File: src/rtl/core/pms_pkg.sv
// ----------------------------------------------------------------------------
// Precharge MOSFET sequencer package
// Types, codes and reset constants shared by the sequencer modules.
// ----------------------------------------------------------------------------
`timescale 1ns / 1ps
`default_nettype none

package pms_pkg;

  // Time added to a running phase on every tick.
  localparam logic [16:0] TICK_MS = 17'd10;

  // Request types.
  localparam logic [1:0] REQ_SET  = 2'd0;
  localparam logic [1:0] REQ_TICK = 2'd1;
  localparam logic [1:0] REQ_INIT = 2'd2;

  // Target states.
  localparam logic [2:0] TGT_OFF        = 3'd0;
  localparam logic [2:0] TGT_ON         = 3'd1;
  localparam logic [2:0] TGT_DISCHARGE  = 3'd2;
  localparam logic [2:0] TGT_FIRST_BAD  = 3'd4;
  localparam logic [2:0] TGT_RETRY_FAIL = 3'd5;
  localparam logic [2:0] TGT_UNINIT     = 3'd7;

  // Result status codes.
  localparam logic [2:0] RS_SUCCESS   = 3'd0;
  localparam logic [2:0] RS_FORBIDDEN = 3'd1;
  localparam logic [2:0] RS_INVALID   = 3'd2;
  localparam logic [2:0] RS_UNINIT    = 3'd3;
  localparam logic [2:0] RS_TICK      = 3'd4;

  // Event codes beyond the plain state codes.
  localparam logic [2:0] EV_OFF        = 3'd0;
  localparam logic [2:0] EV_RETRY_FAIL = 3'd4;

  // Configuration register indexes.
  localparam logic [1:0] CFG_PRECHARGE_TIME = 2'd0;
  localparam logic [1:0] CFG_RETRY_OFF_TIME = 2'd1;
  localparam logic [1:0] CFG_VOLTAGE_THRESH = 2'd2;
  localparam logic [1:0] CFG_MAX_RETRIES    = 2'd3;

  // Configuration reset values.
  localparam logic [15:0] RST_PRECHARGE_TIME = 16'd500;
  localparam logic [15:0] RST_RETRY_OFF_TIME = 16'd1000;
  localparam logic [15:0] RST_VOLTAGE_THRESH = 16'd30000;
  localparam logic [7:0]  RST_MAX_RETRIES    = 8'd3;

  // Sequencer control phase.
  typedef enum logic [2:0] {
    PH_UNINIT    = 3'd0,
    PH_OFF       = 3'd1,
    PH_ON        = 3'd2,
    PH_PRE       = 3'd3,
    PH_RETRY_ON  = 3'd5,
    PH_RETRY_OFF = 3'd6,
    PH_FAIL      = 3'd7
  } phase_t;

  typedef struct packed {
    logic [15:0] precharge_time_ms;
    logic [15:0] retry_off_time_ms;
    logic [15:0] voltage_threshold_mv;
    logic [7:0]  max_retries;
  } cfg_t;

  typedef struct packed {
    logic [1:0]  req_type;
    logic [2:0]  requested_state;
    logic        afe_protection;
    logic [1:0]  afe_switch_state;
    logic [15:0] pack_voltage_mv;
  } item_t;

  typedef struct packed {
    logic [2:0] status;
    logic       drive_write;
    logic [1:0] drive_value;
    logic       precharge_pin;
    logic       event_valid;
    logic [2:0] event_code;
  } result_t;

endpackage

`default_nettype wire

File: src/rtl/core/pms_cfg.sv
// ----------------------------------------------------------------------------
// Precharge MOSFET sequencer configuration registers
// Holds the timing, threshold and retry limit written through the write port.
// ----------------------------------------------------------------------------
`timescale 1ns / 1ps
`default_nettype none

module pms_cfg
  import pms_pkg::*;
(
  input  wire logic        clk,
  input  wire logic        rst,
  input  wire logic        cfg_we,
  input  wire logic [1:0]  cfg_index,
  input  wire logic [15:0] cfg_data,
  output cfg_t             cfg
);

  // Register file, one write per cycle, reset to the documented defaults.
  always_ff @(posedge clk) begin
    if (rst) begin
      cfg.precharge_time_ms    <= RST_PRECHARGE_TIME;
      cfg.retry_off_time_ms    <= RST_RETRY_OFF_TIME;
      cfg.voltage_threshold_mv <= RST_VOLTAGE_THRESH;
      cfg.max_retries          <= RST_MAX_RETRIES;
    end else if (cfg_we) begin
      case (cfg_index)
        CFG_PRECHARGE_TIME: cfg.precharge_time_ms    <= cfg_data;
        CFG_RETRY_OFF_TIME: cfg.retry_off_time_ms    <= cfg_data;
        CFG_VOLTAGE_THRESH: cfg.voltage_threshold_mv <= cfg_data;
        CFG_MAX_RETRIES:    cfg.max_retries          <= cfg_data[7:0];
        default: ;
      endcase
    end
  end

endmodule

`default_nettype wire

File: src/rtl/core/pms_in_stage.sv
// ----------------------------------------------------------------------------
// Precharge MOSFET sequencer input register
// Captures one request transaction and holds it until the step logic takes it.
// ----------------------------------------------------------------------------
`timescale 1ns / 1ps
`default_nettype none

module pms_in_stage
  import pms_pkg::*;
(
  input  wire logic  clk,
  input  wire logic  rst,
  input  wire logic  in_valid,
  output logic       in_stall,
  input  wire item_t in_item,
  input  wire logic  down_ready,
  output logic       advance,
  output item_t      item
);

  logic held;

  // The held item moves on whenever the result register can take it.
  assign advance  = held && down_ready;
  assign in_stall = held && !down_ready;

  always_ff @(posedge clk) begin
    if (rst) begin
      held <= 1'b0;
    end else if (in_valid && !in_stall) begin
      held <= 1'b1;
    end else if (advance) begin
      held <= 1'b0;
    end
  end

  // Payload needs no reset.
  always_ff @(posedge clk) begin
    if (in_valid && !in_stall) begin
      item <= in_item;
    end
  end

endmodule

`default_nettype wire

File: src/rtl/core/pms_step.sv
// ----------------------------------------------------------------------------
// Precharge MOSFET sequencer step logic
// Sequencer state and the single-pass update for one request or tick.
// ----------------------------------------------------------------------------
`timescale 1ns / 1ps
`default_nettype none

module pms_step
  import pms_pkg::*;
(
  input  wire logic  clk,
  input  wire logic  rst,
  input  wire cfg_t  cfg,
  input  wire logic  advance,
  input  wire item_t item,
  output result_t    res
);

  phase_t      phase, phase_next;
  logic [2:0]  target, target_next;
  logic [15:0] phase_time, phase_time_next;
  logic [7:0]  retry_count, retry_count_next;
  logic        precharge_level, precharge_level_next;

  // State registers, updated only when an item is processed.
  always_ff @(posedge clk) begin
    if (rst) begin
      phase           <= PH_UNINIT;
      target          <= TGT_UNINIT;
      phase_time      <= '0;
      retry_count     <= '0;
      precharge_level <= 1'b0;
    end else if (advance) begin
      phase           <= phase_next;
      target          <= target_next;
      phase_time      <= phase_time_next;
      retry_count     <= retry_count_next;
      precharge_level <= precharge_level_next;
    end
  end

  // Next state and result for the held item.
  always_comb begin
    logic [2:0]  tgt;
    logic [16:0] time_sum;
    logic [15:0] time_inc;
    logic [7:0]  retry_inc;
    logic        drv_en;
    logic [2:0]  drv_state;

    phase_next           = phase;
    target_next          = target;
    phase_time_next      = phase_time;
    retry_count_next     = retry_count;
    precharge_level_next = precharge_level;
    res                  = '0;
    res.status           = RS_TICK;
    drv_en               = 1'b0;
    drv_state            = target;
    tgt                  = target;

    // Saturating phase timer and retry counter increments.
    time_sum  = {1'b0, phase_time} + TICK_MS;
    time_inc  = time_sum[16] ? 16'hFFFF : time_sum[15:0];
    retry_inc = (retry_count == 8'hFF) ? retry_count : retry_count + 8'd1;

    case (item.req_type)
      REQ_SET, REQ_INIT: begin
        // Init loads the target from the front end if it was never set.
        if (item.req_type == REQ_INIT && target == TGT_UNINIT) begin
          tgt = {1'b0, item.afe_switch_state};
        end
        target_next = tgt;
        if (item.afe_protection) begin
          target_next = TGT_OFF;
          res.status  = RS_FORBIDDEN;
        end else if (item.requested_state >= TGT_FIRST_BAD) begin
          res.status = RS_INVALID;
        end else if (tgt == TGT_UNINIT) begin
          res.status = RS_UNINIT;
        end else if (tgt == item.requested_state) begin
          res.status = RS_SUCCESS;
        end else begin
          res.status  = RS_SUCCESS;
          target_next = item.requested_state;
          if ((phase inside {PH_UNINIT, PH_OFF}) &&
              (item.requested_state inside {TGT_ON, TGT_DISCHARGE}) &&
              (cfg.precharge_time_ms != 16'd0)) begin
            // Turning on from off starts precharge instead of driving.
            phase_next           = PH_PRE;
            phase_time_next      = '0;
            retry_count_next     = '0;
            precharge_level_next = 1'b1;
          end else begin
            drv_en    = 1'b1;
            drv_state = item.requested_state;
          end
        end
      end

      REQ_TICK: begin
        case (phase)
          PH_PRE, PH_RETRY_ON: begin
            phase_time_next = time_inc;
            if (time_inc >= cfg.precharge_time_ms) begin
              phase_time_next      = '0;
              precharge_level_next = 1'b0;
              if (item.pack_voltage_mv >= cfg.voltage_threshold_mv) begin
                drv_en    = 1'b1;
                drv_state = target;
              end else begin
                // Voltage check failed: pause, count the try, latch on too many.
                phase_next       = PH_RETRY_OFF;
                retry_count_next = retry_inc;
                if (retry_inc > cfg.max_retries) begin
                  target_next     = TGT_RETRY_FAIL;
                  phase_next      = PH_FAIL;
                  res.event_valid = 1'b1;
                  res.event_code  = EV_RETRY_FAIL;
                end
              end
            end
          end
          PH_RETRY_OFF: begin
            phase_time_next = time_inc;
            if (time_inc >= cfg.retry_off_time_ms) begin
              phase_time_next      = '0;
              phase_next           = PH_RETRY_ON;
              precharge_level_next = 1'b1;
            end
          end
          default: ;
        endcase
      end

      default: ;
    endcase

    // Switch drive; a target outside the drivable states does nothing.
    if (drv_en && drv_state < TGT_FIRST_BAD) begin
      res.drive_write      = 1'b1;
      res.drive_value      = drv_state[1:0];
      precharge_level_next = 1'b0;
      phase_next           = (drv_state == TGT_OFF) ? PH_OFF : PH_ON;
      res.event_valid      = 1'b1;
      res.event_code       = (drv_state == TGT_OFF) ? EV_OFF : drv_state;
    end

    res.precharge_pin = precharge_level_next;
  end

endmodule

`default_nettype wire

File: src/rtl/core/pms_out_stage.sv
// ----------------------------------------------------------------------------
// Precharge MOSFET sequencer result register
// Holds one result transaction until the receiver takes it.
// ----------------------------------------------------------------------------
`timescale 1ns / 1ps
`default_nettype none

module pms_out_stage
  import pms_pkg::*;
(
  input  wire logic    clk,
  input  wire logic    rst,
  input  wire logic    load,
  input  wire result_t res_in,
  output logic         ready,
  output logic         out_valid,
  input  wire logic    out_stall,
  output result_t      res
);

  // The register can load when empty or when its content leaves this cycle.
  assign ready = !out_valid || !out_stall;

  always_ff @(posedge clk) begin
    if (rst) begin
      out_valid <= 1'b0;
    end else if (load) begin
      out_valid <= 1'b1;
    end else if (!out_stall) begin
      out_valid <= 1'b0;
    end
  end

  always_ff @(posedge clk) begin
    if (load) begin
      res <= res_in;
    end
  end

endmodule

`default_nettype wire

File: src/rtl/core/precharge_mosfet_sequencer_top.sv
// ----------------------------------------------------------------------------
// Precharge MOSFET sequencer top level
// Sequences battery pack switches with a timed, retried precharge phase.
// ----------------------------------------------------------------------------
//   Channel  Direction  Handshake              Contents
//   in       input      in_valid / in_stall    request, init or 10 ms tick
//   out      output     out_valid / out_stall  status, drive write, pin, event
//   cfg      input      cfg_we                 cfg_index, cfg_data
//
// One transaction is accepted per cycle while the output does not stall; each
// gives one result through the input register, then the result register.
// The state update is one pass of compare and add logic between the registers.
// Reset is synchronous and active high; it restores the default configuration.
// A stall on the output holds the result and, once the input register is
// full, stalls the input in the same cycle.
// ----------------------------------------------------------------------------
`timescale 1ns / 1ps
`default_nettype none

module precharge_mosfet_sequencer_top
  import pms_pkg::*;
(
  input  wire logic        clk,
  input  wire logic        rst,
  input  wire logic        in_valid,
  output logic             in_stall,
  input  wire logic [1:0]  req_type,
  input  wire logic [2:0]  requested_state,
  input  wire logic        afe_protection,
  input  wire logic [1:0]  afe_switch_state,
  input  wire logic [15:0] pack_voltage_mv,
  output logic             out_valid,
  input  wire logic        out_stall,
  output logic [2:0]       status,
  output logic             drive_write,
  output logic [1:0]       drive_value,
  output logic             precharge_pin,
  output logic             event_valid,
  output logic [2:0]       event_code,
  input  wire logic        cfg_we,
  input  wire logic [1:0]  cfg_index,
  input  wire logic [15:0] cfg_data
);

  cfg_t    cfg;
  item_t   in_item;
  item_t   item;
  result_t step_res;
  result_t res;
  logic    ready;
  logic    advance;

  assign in_item = '{req_type:         req_type,
                     requested_state:  requested_state,
                     afe_protection:   afe_protection,
                     afe_switch_state: afe_switch_state,
                     pack_voltage_mv:  pack_voltage_mv};

  pms_cfg u_cfg (
    .clk       (clk),
    .rst       (rst),
    .cfg_we    (cfg_we),
    .cfg_index (cfg_index),
    .cfg_data  (cfg_data),
    .cfg       (cfg)
  );

  pms_in_stage u_in (
    .clk        (clk),
    .rst        (rst),
    .in_valid   (in_valid),
    .in_stall   (in_stall),
    .in_item    (in_item),
    .down_ready (ready),
    .advance    (advance),
    .item       (item)
  );

  pms_step u_step (
    .clk     (clk),
    .rst     (rst),
    .cfg     (cfg),
    .advance (advance),
    .item    (item),
    .res     (step_res)
  );

  pms_out_stage u_out (
    .clk       (clk),
    .rst       (rst),
    .load      (advance),
    .res_in    (step_res),
    .ready     (ready),
    .out_valid (out_valid),
    .out_stall (out_stall),
    .res       (res)
  );

  // Result fields onto their ports.
  assign status        = res.status;
  assign drive_write   = res.drive_write;
  assign drive_value   = res.drive_value;
  assign precharge_pin = res.precharge_pin;
  assign event_valid   = res.event_valid;
  assign event_code    = res.event_code;

endmodule

`default_nettype wire

File: config.mk
export PLATFORM = sky130hd
export DESIGN_NAME = precharge_mosfet_sequencer_top
export DESIGN_NICKNAME = d
export VERILOG_FILES = /design/src/rtl/core/pms_pkg.sv /design/src/rtl/core/pms_cfg.sv /design/src/rtl/core/pms_in_stage.sv /design/src/rtl/core/pms_step.sv /design/src/rtl/core/pms_out_stage.sv /design/src/rtl/core/precharge_mosfet_sequencer_top.sv
export SDC_FILE = /design/constraint.sdc
export NUM_CORES = 1
export LEC_CHECK = 0
export BUFFER_PORTS_ARGS = -buffer_cell sky130_fd_sc_hd__buf_2
export CAP_MARGIN = 0
export CORE_MARGIN = 5
export CORE_UTILIZATION = 60
export DETAILED_ROUTE_END_ITERATION = 10
export HOLD_SLACK_MARGIN = 0.1
export PLACE_DENSITY_LB_ADDON = 0.05
export SETUP_SLACK_MARGIN = 0.4
export SLEW_MARGIN = 20
export SYNTH_ARGS = -nofsm -noshare
export SYNTH_HDL_FRONTEND = slang
export SYNTH_SLANG_ARGS = --single-unit
export TNS_END_PERCENT = 5
File: constraint.sdc
create_clock -name clk -period 4.7 [get_ports clk]
set_input_delay 0.235 -clock clk [delete_from_list [all_inputs] [get_ports clk]]
set_output_delay 0.235 -clock clk [all_outputs]
set_load 0.005 [all_outputs]
* Yosys cells after proc, flatten, opt, wreduce, memory -nomap -nowiden
Index checks and enable logic that the tools add are counted.
** Storage, ports and cells
- Register bits after elaboration :: 124
- Input bits :: 47
- Output and inout bits :: 13
- Logic and storage cells :: 184
** Cells by class
- Add/subtract/negate cells :: 2
- Magnitude comparators :: 6
- Eq/ne operators :: 35
- Mux-type cells :: 84
- Bitwise gates (word level) :: 1
- Reductions and logical operators :: 33
** Operators by type and width (count)
- 16-bit two-way mux :: 8
- 3-bit two-way mux :: 30
- 8-bit two-way mux :: 9
- 16-bit case mux with 2 select lines :: 2
- 16-bit greater-or-equal comparator :: 3
- 1-bit two-way mux :: 21
- 4-bit two-way mux :: 5
- 3-bit case mux with 2 select lines :: 3
- 16-bit by 4-bit adder with 17-bit output, second input constant :: 1
- 8-bit case mux with 2 select lines :: 1
- 16-bit nonzero test :: 1
- 3-bit == test, second input constant :: 4
- 2-bit != test, second input constant :: 6
- 4-bit by 2-bit != test with 1-bit output, second input constant :: 3
- 11-bit AND reduction :: 1
- 10-bit AND reduction :: 1
- 3-bit != test, second input constant :: 3
- 8-bit by 1-bit adder with 8-bit output, second input constant :: 1
- 8-bit == test, second input constant :: 1
- 8-bit greater-than comparator :: 1
- 2-bit by 1-bit != test with 1-bit output, second input constant :: 4
- 2-bit AND reduction :: 4
- 8-bit AND reduction :: 1
- 2-bit nonzero test :: 4
- 21 further kinds :: 43

* Longest topological paths before layout
- Depth after elaboration :: 14
- Depth in mapped cells :: 17
- Gate-level depth less buffers :: 17

* Modules after synthesis
A second synthesis with hierarchy kept.
** Unflattened totals
- Cells, all modules :: 777
- Area, all modules :: 7174.4 µm²
** Modules (own cells, without submodules)
- pms_step :: instances 1, cells each 511, area an instance 3756.1 µm², sequential area each 620.6 µm²
- pms_cfg :: instances 1, cells each 222, area an instance 2278.4 µm², sequential area each 1121.1 µm²
- pms_in_stage :: instances 1, cells each 29, area an instance 777.0 µm², sequential area each 740.7 µm²
- pms_out_stage :: instances 1, cells each 15, area an instance 362.8 µm², sequential area each 350.3 µm²

* Worst setup path after synthesis
OpenSTA, ideal clock, no wires.
- Kind :: register to register
- Start :: register u_step.phase_time[3]
- End :: register u_step.phase[0]
- Library setup time :: 116 ps
- Arrival time :: 3477 ps
- Data required time :: 4584 ps
- Setup slack :: 1107 ps
- Stages on the path, launching flop included :: 16
- Path buffers :: 1
- Period minus slack after synthesis :: 3593 ps
- Cells stage by stage :: dfxtp_1 -> a21oi_1 -> nor2_1 -> nand4_1 -> or3_1 -> clkbuf_1 -> nor2b_1 -> ha_1 -> nand2b_1 -> a21o_1 -> a211oi_1 -> o311a_1 -> a2111oi_2 -> o21ai_1 -> and4_1 -> a41o_1
** Between the ends
- Longest elaborated chain between the ends :: 9
- Elaborated cells on any way between the ends :: 20
- Those cells by class :: add/sub: 1; order compare: 2; eq/ne: 9; mux: 5; reduce/logical: 3
** Ends and longest elaborated chain
- from (decl) :: RTL line pms_step.sv:21 : logic [15:0] phase_time, phase_time_next;
- from (signal assigned) :: RTL line pms_step.sv:36 : phase_time <= phase_time_next;
- 16-bit by 4-bit adder with 17-bit output (*) :: RTL line pms_step.sv:63 : time_sum = {1'b0, phase_time} + TICK_MS;
- 16-bit two-way mux (*) :: RTL line pms_step.sv:64 : time_inc = time_sum[16] ? 16'hFFFF : time_sum[15:0];
- 16-bit greater-or-equal comparator :: RTL line pms_step.sv:105 : if (time_inc >= cfg.precharge_time_ms) begin
- 1-bit two-way mux :: RTL line pms_step.sv:105
- 1-bit two-way mux :: RTL line pms_step.sv:102 : case (phase)
- 1-bit case mux with 2 select lines :: RTL line pms_step.sv:67 : case (item.req_type)
- 1-bit logical AND :: RTL line pms_step.sv:140 : if (drv_en && drv_state < TGT_FIRST_BAD) begin
- 4-bit by 2-bit != test with 1-bit output (no line), or another cell as far along
- 11-bit AND reduction (no line)
- to (signal assigned) :: RTL line pms_step.sv:34 : phase <= phase_next;
- to (decl) :: RTL line pms_step.sv:19 : phase_t phase, phase_next;
Every way passes the cells marked *; elsewhere a longest branch is shown, timed or not.
A chain may end at the register's enable or synchronous reset.

* Worst setup path after layout
- Start :: register u_step.phase_time[1]
- End :: register u_step.phase[0]
Same word-level chain as after synthesis.

==> results.sh <==
export IMPL_crit_start="u_step.phase_time[1]$_SDFFE_PP0P_"
export IMPL_fp_dieArea_mm2=0.0133
export IMPL_core_area_mm2=0.0108
export IMPL_syn_inst=760
export IMPL_ys_warn_count=0
export IMPL_drt_iter0_markers=615
export IMPL_total_power_mw=2.63
export IMPL_cts_made_buffers=17
export IMPL_drc=0
export IMPL_clk_pin_slew_worst_paths_ns=0.06
export IMPL_cts_tree="done"
export IMPL_start_util=0.614
export IMPL_ys_top_cells_by_area="dfxtp_1 27%, edfxtp_1 16%, ha_1 11%"
export IMPL_cp_data_arrival_time_ns=4.49
export IMPL_vias=5918
export IMPL_criticalPathCategory="reg -> reg"
export IMPL_p_leak_nw=3.42
export IMPL_h_tree_depth=4
export IMPL_cts_root_buffer="clkbuf_8"
export IMPL_drv_slew=0
export IMPL_grt_pass1_wl_um=28600
export IMPL_min_period_ns=4.07
export IMPL_totalWireLength_um=17100
export IMPL_finalNetCount=959
export IMPL_synth_async_reset_ratio=0
export IMPL_seq_area_frac_synth=0.426
export IMPL_die_height_um=115
export IMPL_wl_per_cell_um=17.0
export IMPL_seq_area_mm2=0.00283
export IMPL_yosys_most_used_dff="dfxtp_1"
export IMPL_rsz0062_at_grt="yes"
export IMPL_dpl_hpwl_um=11300
export IMPL_pre_cts_slack_ns=0.686
export IMPL_synth_distinct_cells=67
export IMPL_synth_area_mm2=0.00666
export IMPL_drive_gt1_frac=0.128
export IMPL_synth_top_family_by_area="simple AND/OR/NAND/NOR gates"
export IMPL_status="complete, no violations"
export IMPL_ant_nets=0
export IMPL_synthMuxAreaShare=0.00752
export IMPL_max_slew_worst_pin_slew_ns=1.06
export IMPL_clock_sinks=124
export IMPL_max_freq_mhz=246
export IMPL_cts_path_max_buffers=2
export IMPL_clock_latency_ns=0.54
export IMPL_fin_skew_ns=0.00953
export IMPL_fp_dieW_um=115
export IMPL_synthSimpleGateAreaFrac=0.202
export IMPL_finalSetupViolCount=0
export IMPL_fin_util=0.743
export IMPL_power_density_mw_per_mm2=326
export IMPL_synth_top_area_cell="dfxtp_1"
export IMPL_cap_violations=0
export IMPL_crit_path_start_kind="register"
export IMPL_synthAdderAreaFrac=0.109
export IMPL_grtUsageTotal=0.275
export IMPL_setup_worst_path_end="u_step.phase[0]$_SDFFE_PP0P_"
export IMPL_worst_slack_ns=0.633
export IMPL_synth_compound_area_frac=0.182
export IMPL_grt_ovfl_total=0
export IMPL_cp_max_fo=4
export IMPL_r2r_start="u_step.phase_time[1]$_SDFFE_PP0P_"
export IMPL_mappedNetlistNets=865
export IMPL_grt_pass1_vias=5886
export IMPL_synth_area_per_cell_um2=8.76
export IMPL_avgViaCountPerCell=5.88
export IMPL_finalHoldViolCount=0
export IMPL_relSlewSlack=0.292
export IMPL_period_share=0.865
export IMPL_end_kind="register"
export IMPL_critPathRequiredTime_ns=5.12
export IMPL_ys_seq_elements=124
export IMPL_multi_input_area_mm2=0.00350
export IMPL_worstHoldPathType="in -> reg"
export IMPL_synth_xor_area_frac=0.0197
export IMPL_synth_edf_count=35
export IMPL_ir_drop_v=0.000291
export IMPL_yosysTopAreaCellShare=0.268
export IMPL_port_buffer_count=59
export IMPL_antenna_found_initial=0
export IMPL_holdWs_ns=0.157
export IMPL_synthToLayoutAreaGrowth_pct=21.1
export IMPL_r2r_end="u_step.phase[0]$_SDFFE_PP0P_"
export IMPL_fillers=786
export IMPL_grt_max_degree=66
export IMPL_firstDrtPassIters=6
export IMPL_setup_tns_final_ns=0
export IMPL_reg2regPathDepth=15
export IMPL_rrSetupSlack_ns=0.63
export IMPL_antenna_cells=0
export IMPL_gp_congestion=0.969
export IMPL_rows=38
export IMPL_io_pins=60
-- state kept, by name, indices dropped and copies added, names as in the netlist, 3 cells and up --
signal              count
u_in.item              24
u_cfg.cfg              56
u_step.phase            3
u_step.target           3
u_out.res              11
u_step.phase_time      16
u_step.retry_count      8
-- how the worst min path moves through the flow --
stage,cells past startpoint,start,endpoint,slack [ns]
finish,4,cfg_index[0],u_cfg.cfg[11]$_SDFFE_PP0P_,0.16
global route,4,cfg_index[0],u_cfg.cfg[11]$_SDFFE_PP0P_,0.16
CTS,4,cfg_index[0],u_cfg.cfg[11]$_SDFFE_PP0P_,0.15
detailed placement,1,requested_state[1],u_in.item[20]$_DFFE_PP_,0.41
global placement,1,pack_voltage_mv[3],u_in.item[3]$_DFFE_PP_,0.41
floorplan,0,pack_voltage_mv[0],u_in.item[0]$_DFFE_PP_,0.33
-- per-stage QoR --
step / instances / area (um2)
detailed placement: 932 / 7040
CTS: 1006 / 8020
global placement: 932 / 7030
floorplan: 760 / 6660
finish: 1007 / 8060
global route: 1007 / 8060
-- layout by cell type, fill, tap and decap left out, types with 12 or more instances in the layout --
cell type	n
o211ai_1	23
dfxtp_1	89
nor2_1	56
nand2_1	129
buf_2	59
dlygate4sd3_1	42
a21oi_1	65
a22oi_1	15
ha_1	58
o21ai_0	20
edfxtp_1	35
inv_1	60
nand3_1	15
clkbuf_16	18
nand4_1	12
-- layout make-up --
class,instances,area share
Clock buffer,22,0.0602
Timing Repair Buffer,105,0.0941
Sequential cell,124,0.351
Multi-Input combinational cell,544,0.434
Inverter,62,0.0289
Clock inverter,10,0.00978
Tap cell,140,0.0217
-- cell usage after synthesis, types with 2 or more instances --
cell type  instances
nand4_1           12
nor3b_1            2
a21o_1             9
nand2_1          129
xor2_1             8
dfxtp_1           89
a31o_1             2
o21bai_1           2
xnor2_1            7
or3_1              3
ha_1              58
clkbuf_1          24
nor3_1             9
nand2b_1           7
o21ai_0           20
buf_2              2
and3_1             6
buf_1              2
nor4_1             9
a211oi_4           2
o2111ai_1          3
o22ai_1            3
nor2_1            56
o211ai_1          23
and4_1             5
a31oi_1            3
a211o_1            3
o41ai_1            2
o31a_1             3
a22oi_1           15
or3b_1             2
a211oi_1           6
or2_2              3
mux2i_1            5
a21oi_1           65
nor2b_1           10
edfxtp_1          35
o21a_1             4
inv_1             61
nand3_1           15
o21ai_1            5
and2_1             6
-- metal layers --
layer  share of wire  global-route usage
met5               0                   0
met4           0.021               0.102
met3           0.057              0.0658
met2            0.47               0.439
met1            0.45               0.364
-- power by group --
part	internal, mW	switching, mW	total (mW)
Combinational	0.0993	0.134	0.233
Sequential	1.14	0.0250	1.17
Clock	0.731	0.501	1.23
Total	1.97	0.660	2.63
-- critical path, stage by stage, from the launching register on --
cell       delay, ns
dfxtp_1         0.39
ha_1            0.24
o2111a_1        0.22
and3_1          0.22
nor2b_1         0.22
nand3_1         0.12
nor2_1          0.12
mux2i_1         0.14
ha_1            0.33
and4_1          0.21
nand2_1         0.11
o311a_1         0.39
a2111oi_2       0.62
o21ai_1         0.17
and4_1          0.25
a41o_1          0.20
-- cell families (layout without fill, tap and decap cells) --
logic type,Yosys count,in the layout
AOI/OAI and AO/OA,182,182
and+or+nand+nor,284,284
DFF,124,124
muxes,5,5
xor gates and xnor gates,15,15
adders and majority gates,58,58
buffers and inverters,92,199
-- repair_timing --
| item | in CTS | in global routing |
|---|---|---|
| endpoints found under the hold margin | 82 | 0 |
| setup endpoints to repair | 0 | 25 |
| hold buffers | 42 | 0 |
| buffers inserted | 0 | 1 |
| resized for setup | 0 | 2 |
Power figures use the tool's default switching activity.
